`src/hdl/cpnss_pkg.sv`:
```
package cpnss_pkg;

	localparam int WORD_W  = 32;
	localparam int COUNT_W = 16;
	localparam int PLEN_W  = 15;
	localparam int CFG_IDX_W = 1;

	localparam int TYPE_SHIFT  = 30;
	localparam int COUNT_SHIFT = 16;
	localparam logic [13:0] COUNT_MASK = 14'h3fff;

	localparam logic [1:0] TYPE_BAD  = 2'd1;
	localparam logic [1:0] TYPE_FILL = 2'd2;

	localparam logic [CFG_IDX_W-1:0] CFG_MARKER = 1'd0;
	localparam logic [CFG_IDX_W-1:0] CFG_LIMIT  = 1'd1;

	localparam logic [WORD_W-1:0]  MARKER_RESET = 32'hC000_1000;
	localparam logic [COUNT_W-1:0] LIMIT_RESET  = 16'd16;

	localparam int RQ_DEPTH = 4;
	localparam int RQ_AW    = $clog2(RQ_DEPTH);

	localparam logic KIND_SITE = 1'b0;
	localparam logic KIND_END  = 1'b1;

	typedef enum logic [1:0] {
		ST_OK       = 2'd0,
		ST_BAD_TYPE = 2'd1,
		ST_OVERRUN  = 2'd2,
		ST_TOO_MANY = 2'd3
	} status_t;

	typedef struct packed {
		logic                kind;
		logic [WORD_W-1:0]   site_index;
		logic [WORD_W-1:0]   site_payload;
		logic [COUNT_W-1:0]  site_count;
		status_t             status;
		logic                last_of_run;
	} result_t;

	typedef struct packed {
		logic en0;
		logic en1;
	} push_t;

endpackage

```
`src/hdl/cpnss_rq.sv`:
```
module cpnss_rq (
	input  logic                clk,
	input  logic                arst_n,
	input  cpnss_pkg::push_t    push,
	input  cpnss_pkg::result_t  d0,
	input  cpnss_pkg::result_t  d1,
	output logic                room2,
	output logic                out_valid,
	input  logic                out_ready,
	output cpnss_pkg::result_t  q
);

	cpnss_pkg::result_t mem_q [cpnss_pkg::RQ_DEPTH];
	logic [cpnss_pkg::RQ_AW-1:0] wr_q, rd_q, wr1;
	logic [cpnss_pkg::RQ_AW:0]   cnt_q, cnt_n;
	logic pop;

	assign out_valid = (cnt_q != '0);
	assign q         = mem_q[rd_q];
	assign pop       = out_valid && out_ready;
	assign room2     = (cnt_q <= (cpnss_pkg::RQ_AW+1)'(cpnss_pkg::RQ_DEPTH - 2));
	assign wr1       = wr_q + (cpnss_pkg::RQ_AW)'(1);
	assign cnt_n     = cnt_q + (cpnss_pkg::RQ_AW+1)'(push.en0) + (cpnss_pkg::RQ_AW+1)'(push.en1)
		- (cpnss_pkg::RQ_AW+1)'(pop);

	always_ff @(posedge clk) begin
		if (push.en0) begin
			mem_q[wr_q] <= d0;
		end
		if (push.en1) begin
			mem_q[wr1] <= d1;
		end
	end

	always_ff @(posedge clk or negedge arst_n) begin
		if (!arst_n) begin
			wr_q  <= '0;
			rd_q  <= '0;
			cnt_q <= '0;
		end else begin
			wr_q  <= wr_q + (cpnss_pkg::RQ_AW)'(push.en0) + (cpnss_pkg::RQ_AW)'(push.en1);
			rd_q  <= rd_q + (cpnss_pkg::RQ_AW)'(pop);
			cnt_q <= cnt_n;
		end
	end

endmodule

```
`src/hdl/command_packet_nop_site_scanner_top.sv`:
```
// Command packet site scanner. Takes one command buffer word per request and
// frames packets by their headers; each marker header yields a site result
// when the following word arrives, and the flagged last word yields an end
// result with the site count and the first error. One word is taken every
// cycle while in_ready is high: a word is held in the input register, where
// the header decode and counter update are done, then its results enter a
// four-entry result queue. A last word that follows a marker header gives
// two results, drained one per cycle while out_ready is high. in_ready drops
// while the input register holds a word and the queue has fewer than two
// free entries.
module command_packet_nop_site_scanner_top (
	input  logic                                 clk,
	input  logic                                 arst_n,
	input  logic                                 in_valid,
	output logic                                 in_ready,
	input  logic [cpnss_pkg::WORD_W-1:0]         word,
	input  logic                                 is_last,
	output logic                                 out_valid,
	input  logic                                 out_ready,
	output logic                                 kind,
	output logic [cpnss_pkg::WORD_W-1:0]         site_index,
	output logic [cpnss_pkg::WORD_W-1:0]         site_payload,
	output logic [cpnss_pkg::COUNT_W-1:0]        site_count,
	output logic [1:0]                           status,
	output logic                                 last_of_run,
	input  logic                                 cfg_we,
	input  logic [cpnss_pkg::CFG_IDX_W-1:0]      cfg_index,
	input  logic [cpnss_pkg::WORD_W-1:0]         cfg_data
);

	logic                           valid_s1;
	logic [cpnss_pkg::WORD_W-1:0]   word_s1;
	logic                           last_s1;

	logic [cpnss_pkg::WORD_W-1:0]   marker_q;
	logic [cpnss_pkg::COUNT_W-1:0]  limit_q;

	logic [cpnss_pkg::WORD_W-1:0]   pos_q, pos_n;
	logic [cpnss_pkg::PLEN_W-1:0]   pl_q, pl_n, plen;
	logic                           cap_q, cap_n;
	logic [cpnss_pkg::COUNT_W-1:0]  sites_q, sites_n;
	cpnss_pkg::status_t             err_q, err_n;

	logic [1:0]                     ptype;
	logic                           room2, fire;
	cpnss_pkg::push_t               push;
	cpnss_pkg::result_t             site_res, end_res, d0, res;

	assign in_ready = !valid_s1 || room2;
	assign fire     = valid_s1 && room2;

	always_ff @(posedge clk) begin
		if (in_valid && in_ready) begin
			word_s1 <= word;
			last_s1 <= is_last;
		end
	end

	// header decode and scan state update
	assign ptype = word_s1[cpnss_pkg::TYPE_SHIFT +: 2];
	assign plen  = (ptype == cpnss_pkg::TYPE_FILL) ? '0
		: {1'b0, word_s1[cpnss_pkg::COUNT_SHIFT +: 14] & cpnss_pkg::COUNT_MASK}
			+ (cpnss_pkg::PLEN_W)'(1);

	always_comb begin
		err_n   = err_q;
		pl_n    = pl_q;
		cap_n   = 1'b0;
		sites_n = sites_q;
		if (err_q == cpnss_pkg::ST_OK) begin
			if (pl_q != '0) begin
				pl_n = pl_q - (cpnss_pkg::PLEN_W)'(1);
				if (last_s1 && pl_n != '0) begin
					err_n = cpnss_pkg::ST_OVERRUN;
				end
			end else if (ptype == cpnss_pkg::TYPE_BAD) begin
				err_n = cpnss_pkg::ST_BAD_TYPE;
			end else begin
				if (last_s1 && plen != '0) begin
					err_n = cpnss_pkg::ST_OVERRUN;
				end else if (word_s1 == marker_q) begin
					if (sites_q >= limit_q) begin
						err_n = cpnss_pkg::ST_TOO_MANY;
					end else if (last_s1) begin
						err_n = cpnss_pkg::ST_OVERRUN;
					end else begin
						sites_n = sites_q + (cpnss_pkg::COUNT_W)'(1);
						cap_n   = 1'b1;
					end
				end
				if (err_n == cpnss_pkg::ST_OK) begin
					pl_n = plen;
				end
			end
			if (err_n != cpnss_pkg::ST_OK) begin
				cap_n = 1'b0;
				pl_n  = '0;
			end
		end
		pos_n = pos_q + (cpnss_pkg::WORD_W)'(1);
	end

	always_ff @(posedge clk or negedge arst_n) begin
		if (!arst_n) begin
			valid_s1 <= 1'b0;
			pos_q    <= '0;
			pl_q     <= '0;
			cap_q    <= 1'b0;
			sites_q  <= '0;
			err_q    <= cpnss_pkg::ST_OK;
			marker_q <= cpnss_pkg::MARKER_RESET;
			limit_q  <= cpnss_pkg::LIMIT_RESET;
		end else begin
			if (in_ready) begin
				valid_s1 <= in_valid;
			end
			if (fire) begin
				if (last_s1) begin
					pos_q   <= '0;
					pl_q    <= '0;
					cap_q   <= 1'b0;
					sites_q <= '0;
					err_q   <= cpnss_pkg::ST_OK;
				end else begin
					pos_q   <= pos_n;
					pl_q    <= pl_n;
					cap_q   <= cap_n;
					sites_q <= sites_n;
					err_q   <= err_n;
				end
			end
			if (cfg_we) begin
				case (cfg_index)
					cpnss_pkg::CFG_MARKER: begin
						marker_q <= cfg_data;
					end
					cpnss_pkg::CFG_LIMIT: begin
						limit_q <= cfg_data[cpnss_pkg::COUNT_W-1:0];
					end
					default: begin
					end
				endcase
			end
		end
	end

	// result forming
	always_comb begin
		site_res              = '0;
		site_res.kind         = cpnss_pkg::KIND_SITE;
		site_res.site_index   = pos_q;
		site_res.site_payload = word_s1;
		site_res.status       = cpnss_pkg::ST_OK;
		site_res.last_of_run  = !last_s1;

		end_res              = '0;
		end_res.kind         = cpnss_pkg::KIND_END;
		end_res.site_count   = sites_n;
		end_res.status       = err_n;
		end_res.last_of_run  = 1'b1;

		d0       = cap_q ? site_res : end_res;
		push.en0 = fire && (cap_q || last_s1);
		push.en1 = fire && cap_q && last_s1;
	end

	cpnss_rq u_rq (
		.clk       (clk),
		.arst_n    (arst_n),
		.push      (push),
		.d0        (d0),
		.d1        (end_res),
		.room2     (room2),
		.out_valid (out_valid),
		.out_ready (out_ready),
		.q         (res)
	);

	assign kind         = res.kind;
	assign site_index   = res.site_index;
	assign site_payload = res.site_payload;
	assign site_count   = res.site_count;
	assign status       = res.status;
	assign last_of_run  = res.last_of_run;

endmodule

```
`config.mk`:
```
export PLATFORM = sky130hd
export DESIGN_NAME = command_packet_nop_site_scanner_top
export DESIGN_NICKNAME = d
export VERILOG_FILES = /design/src/hdl/cpnss_pkg.sv /design/src/hdl/cpnss_rq.sv /design/src/hdl/command_packet_nop_site_scanner_top.sv
export SDC_FILE = /design/constraint.sdc
export NUM_CORES = 1
export LEC_CHECK = 0
export BUFFER_PORTS_ARGS = -buffer_cell sky130_fd_sc_hd__buf_2
export CORE_UTILIZATION = 56
export DETAILED_ROUTE_END_ITERATION = 10
export PLACE_DENSITY = 0.87
export SETUP_SLACK_MARGIN = 0.5
export SLEW_MARGIN = 10
export SYNTH_ARGS = -nofsm -noshare
export SYNTH_HDL_FRONTEND = slang
export SYNTH_HIERARCHICAL = 1
export SYNTH_SLANG_ARGS = --single-unit
```
`constraint.sdc`:
```
create_clock -name clk -period 8 [get_ports clk]
set_input_delay 1.2 -clock clk [delete_from_list [all_inputs] [get_ports clk]]
set_output_delay 1.2 -clock clk [all_outputs]
set_load 0.02 [all_outputs]
```
# Word-level counts from Yosys, hierarchy flattened
# Memories as Yosys holds them, arrays and structs flattened.
# Cells that the tools add are included.
# word_totals
ram_bits	336
word_cells	98
output_inout_bits	86
regBits	155
n_memories	1
inputBits	71
# mem_list
name	words	word_bits	rd	rd_clocked_by_memory_dff	write_ports	line	rtl
u_rq.mem_q	4	84	1	0	2	cpnss_rq.sv:13	cpnss_pkg::result_t mem_q [cpnss_pkg::RQ_DEPTH];
# classes
n_bitwise	1
mux	42
add_sub_neg	11
eq_ne	4
n_lt_le_gt_ge	2
reduce_logical	24
# ops
op	n
$mux 16	8
$mux 15	7
$mux 84	1
$reduce_bool 15->1	3
$add 32x1->32 const B	1
$eq 32x32->1	1
$mux 32	1
$mux 2	13
$add 16x1->16 const B	1
$ge 16x16->1	1
$add 14x1->15 const B	1
$sub 15x1->15 const B	1
$mux 1	12
$logic_and 1x1->1	8
$add 2x1->2	3
$add 3x1->3	2
$logic_not 2->1	2
$ne 4x3->1 const B	1
$reduce_and 2->1	2
$reduce_and 4->1	1
$reduce_bool 2->1	2
$reduce_bool 4->1	1
$le 3x2->1 const B	1
$reduce_bool 3->1	1
7 further kinds	9

# Logic depth before layout (Yosys ltp)
# logic_depth
depth_word	15
ltp_mapped	13
mapped_depth_nobuf	11

# By module
# The synthesis kept the hierarchy.
# modules_own_cells
module	cells_each	seq_area_each_um2	n_inst	area_per_inst_um2
cpnss_rq	847	10264.8	1	16489.6
command_packet_nop_site_scanner_top	896	3873.7	1	8789.7

# Worst setup path before layout
# Ideal clock, no wire load.
# synth_path
kind	flip-flop to flip-flop
startpoint	register u_rq/cnt_q[1] (netlist name)
endpoint	memory u_rq/mem_q[0][0] (netlist name) (enable)
synth_period_minus_slack_ns	8.145
setup_slack_ns	-0.145
required_ns	7.358
arrival_time_ns	7.502
n_path_buf	2
path_stages_with_launch	10
setup_time_ns	0.642
path_cell_list	dfrtp_1 inv_1 ha_1 a21o_1 nand2_2 buf_1 clkbuf_1 a21oi_1 nand2b_1 o21ai_0
# synth_rtl
element	line	rtl
start: declaration	cpnss_rq.sv:15	logic [cpnss_pkg::RQ_AW:0] cnt_q, cnt_n;
start signal: assignment	cpnss_rq.sv:43	cnt_q <= cnt_n;
end: declaration	cpnss_rq.sv:13	

==> impl_metrics.py <==
metrics = {
    "power": {
        "peakVddDrop_uv": 260.2,
        "p_per_area_mw_per_mm2": 287.6,
        "leakagePower_nw": 11.78,
    },
    "drt": {
        "vias": 16130,
        "vias_per_cell": 5.854,
        "routed_wl_mm": 61.00,
        "drc": 0,
        "final_antenna_net_count": 0,
        "drt-pass1-iter-count": 6,
        "post_drt_wl_per_cell_um": 22.14,
        "drt_iter0_drc": 1360,
    },
    "hold_path": {
        "hp-start": "limit_q[11]$_DFFE_PN0P_",
        "worstHoldEndpoint": "limit_q[11]$_DFFE_PN0P_",
        "hold_path_class": "reg2reg",
        "hold_depth": 1,
    },
    "floorplan": {
        "core-area_mm2": 0.04441,
        "num_rows": 77,
        "pin_count": 157,
        "dieArea_mm2": 0.04600,
        "initial_utilization_pct": 56.92,
        "die_h_um": 214.5,
        "die-width_um": 214.5,
    },
    "final_layout": {
        "area_growth_pct": 15.07,
        "final_common_cell": "mux2_2",
        "n_antenna_cell": 0,
        "fin_nets": 2223,
        "final_cell_mix": "mux2_2, edfxtp_1, conb_1",
        "fillers": 3022,
        "layout-drive-gt1-share_pct": 34.58,
    },
    "global_routing": {
        "grtUsageTotal_pct": 26.92,
        "antenna_found_initial": 3,
        "first_global_vias": 17110,
        "grt_pass1_wl_mm": 95.94,
        "grt_max_degree": 66,
        "grt-ovfl-total": 0,
    },
    "sta": {
        "tightest_slew_ps": 1227,
        "tns_ps": 0,
        "period_share_pct": 61.37,
        "hold_viol": 0,
        "skew_ps": 18.78,
        "setup_viol": 0,
        "timing.hold.ws_ps": 508.7,
        "fin_crit_ps": 4909,
        "slew_violations": 0,
        "max_freq_mhz": 203.7,
        "relSlewSlack_pct": 17.86,
        "rsz0062_at_grt": "no",
    },
    "setup_path": {
        "r2r-end": "u_rq/mem_q[0][46]$_DFFE_PP_",
        "startpoint_type": "flop",
        "r2r_cells": 9,
        "rrSetupSlack_ps": 3090,
        "path_max_fanout": 55,
        "cp-end-kind": "flop",
        "crit_arrival_ps": 5120,
        "worstSetupPathType": "reg2reg",
        "r2r-start": "u_rq/cnt_q[1]$_DFF_PN0_",
        "cp.required_ps": 8210,
    },
    "synthesis": {
        "yosysSeqAreaShare_pct": 55.93,
        "yosysUniqueCellTypes": 73,
        "ys_seq_elements": 491,
        "synth_warnings": 6,
        "synth_edf_count": 369,
        "postSynth.asyncResetShare_pct": 24.85,
        "synth_area_mm2": 0.02528,
        "avgSynthCellArea_um2": 14.50,
        "synthCells": 1743,
        "synth_ff_type": "edfxtp_1",
    },
    "cts": {
        "cts_root_buf": "clkbuf_16",
        "postCtsSetupBuffers": 0,
        "htreeDepth": 2,
        "cts_tree": "yes",
        "ctsResizeCount": 0,
        "ctsHoldBuffers": 0,
        "ctsLongestPathBuffers": 3,
        "path_clk_slew_ps": 60,
        "numCtsBuffers": 50,
        "worstSkewPairLatency_ps": 600,
        "cts.sinks": 491,
    },
    "placement": {
        "place.gp.congestion": 0.8895,
        "io_buffers": 156,
        "dp_hpwl_mm": 38.36,
    },
    "run": {
        "max-cap-violations": 0,
    },
    "run_status": {
        "outcome": "complete, no violations",
    },
}
-- routing by layer --
metal | GRT usage (%) | part of all wire (%) | up-vias
li1 | - | - | 7182
met1 | 35.28 | 40 | 8124
met2 | 45.73 | 50 | 695
met3 | 3.759 | 6.9 | 128
met4 | 10.17 | 3.2 | 0
met5 | 0 | 0 | -
-- cell type report --
class / count / area [µm²] / share of cell area, %
sequential: 491 / 14150 / 48.63
multi-input combinational: 1369 / 11470 / 39.42
clock buffer: 64 / 1395 / 4.796
timing repair buffer: 177 / 940.9 / 3.235
tap: 592 / 740.7 / 2.546
clock inverter: 27 / 267.8 / 0.9205
inverter: 35 / 131.4 / 0.4517
-- where the power goes --
part	internal, W	total, W	switching, W	leakage [nW]
logic	0.000995	0.00252	0.00153	5.93
registers	0.00311	0.00346	0.000357	5.03
clock network	0.00139	0.00238	0.000985	0.821
-- metrics by stage --
step | cells | total power [W] | cell area (µm²) | setup WS, ps | util (%)
finish | 2755 | 0.008364 | 29090 | 3091 | 65.49
global route | 2755 | 0.008691 | 29090 | 2808 | 65.49
detailed placement | 2664 | 0.006010 | 27430 | 3265 | 61.75
floorplan | 2005 | 0.005215 | 26260 | -144.8 | -
global placement | 2664 | 0.005956 | 27430 | 3357 | 61.75
CTS | 2755 | 0.008391 | 29090 | 3134 | 65.49
-- registers in the layout (all words and copies together) (netlist names) --
| signal | flops |
|---|---|
| word_s1 | 32 |
| u_rq/cnt_q | 3 |
| sites_q | 16 |
| valid_s1 | 1 |
| err_q | 2 |
| last_s1 | 1 |
| marker_q | 32 |
| pl_q | 15 |
| u_rq/mem_q | 336 |
| cap_q | 1 |
| u_rq/rd_q | 2 |
| limit_q | 16 |
| u_rq/wr_q | 2 |
| pos_q | 32 |
-- kinds of logic after synthesis --
group                    count (synthesis)  share of synthesized area [%]
AO/OA/AOI/OAI                          156                          3.935
buffers and inverters                  145                          2.836
AND/OR/NAND/NOR                        358                          7.880
adder cells (fa/ha/maj)                 28                          1.475
multiplexers                           474                          24.83
XOR/XNOR                                89                          3.084
flip-flops                             491                          55.93
other                                    2                        0.02971
-- Yosys cell counts, types with 4 or more instances --
library cell  number  area [µm²]
nor2b_1            5       31.28
buf_4              4       30.03
clkbuf_1          45       168.9
edfxtp_1         369       11080
o31ai_1            8       60.06
nor3_1            24       120.1
a31oi_1            9       56.30
nor2_1            60       225.2
xnor2_1           66       578.1
o21a_1             6       45.04
inv_1             35       131.4
and4_1             4       35.03
o21ai_0           52       260.3
dfstp_2            4       105.1
nand2_1           47       176.4
o22ai_1            9       56.30
nand3_1           37       185.2
buf_2             40       200.2
or3_1              7       43.79
a21oi_1           30       150.1
mux2_2           385        4335
nand4_1           23       143.9
mux2i_1            5       50.05
buf_6             12       135.1
mux4_2            84        1892
nor4b_1            6       52.55
and2_1            85       531.8
nand2b_1           9       56.30
nor3b_1            4       30.03
a211o_1            9       78.83
nor4_1            11       68.82
xor2_1            23       201.4
and3_1            16       100.1
dfrtp_1          118        2953
buf_1              7       26.28
ha_1              25       312.8
-- critical path: stages (launching register included) --
cell	delay, ps
dfrtp_1	400
inv_1	120
ha_1	170
a21o_1	130
nand2_2	380
nor3_1	1060
nand3_4	690
buf_4	600
o21ai_4	150
buf_4	700
-- worst max-delay path by stage --
| stage | slack, ps | from | endpoint | depth (start not counted) |
|---|---|---|---|---|
| 4_1_cts | 3130 | u_rq/cnt_q[1]$_DFF_PN0_ | u_rq/mem_q[0][46]$_DFFE_PP_ | 9 |
| 5_1_grt | 2810 | u_rq/cnt_q[1]$_DFF_PN0_ | u_rq/mem_q[0][56]$_DFFE_PP_ | 9 |
| 2_1_floorplan | -140 | u_rq/cnt_q[1]$_DFF_PN0_ | u_rq/mem_q[0][0]$_DFFE_PP_ | 9 |
| 6_report | 3090 | u_rq/cnt_q[1]$_DFF_PN0_ | u_rq/mem_q[0][46]$_DFFE_PP_ | 9 |
| 3_3_place_gp | 3360 | u_rq/cnt_q[1]$_DFF_PN0_ | u_rq/mem_q[0][45]$_DFFE_PP_ | 9 |
| 3_5_place_dp | 3260 | u_rq/cnt_q[1]$_DFF_PN0_ | u_rq/mem_q[1][45]$_DFFE_PP_ | 8 |
(Power assumes the default switching activity.)
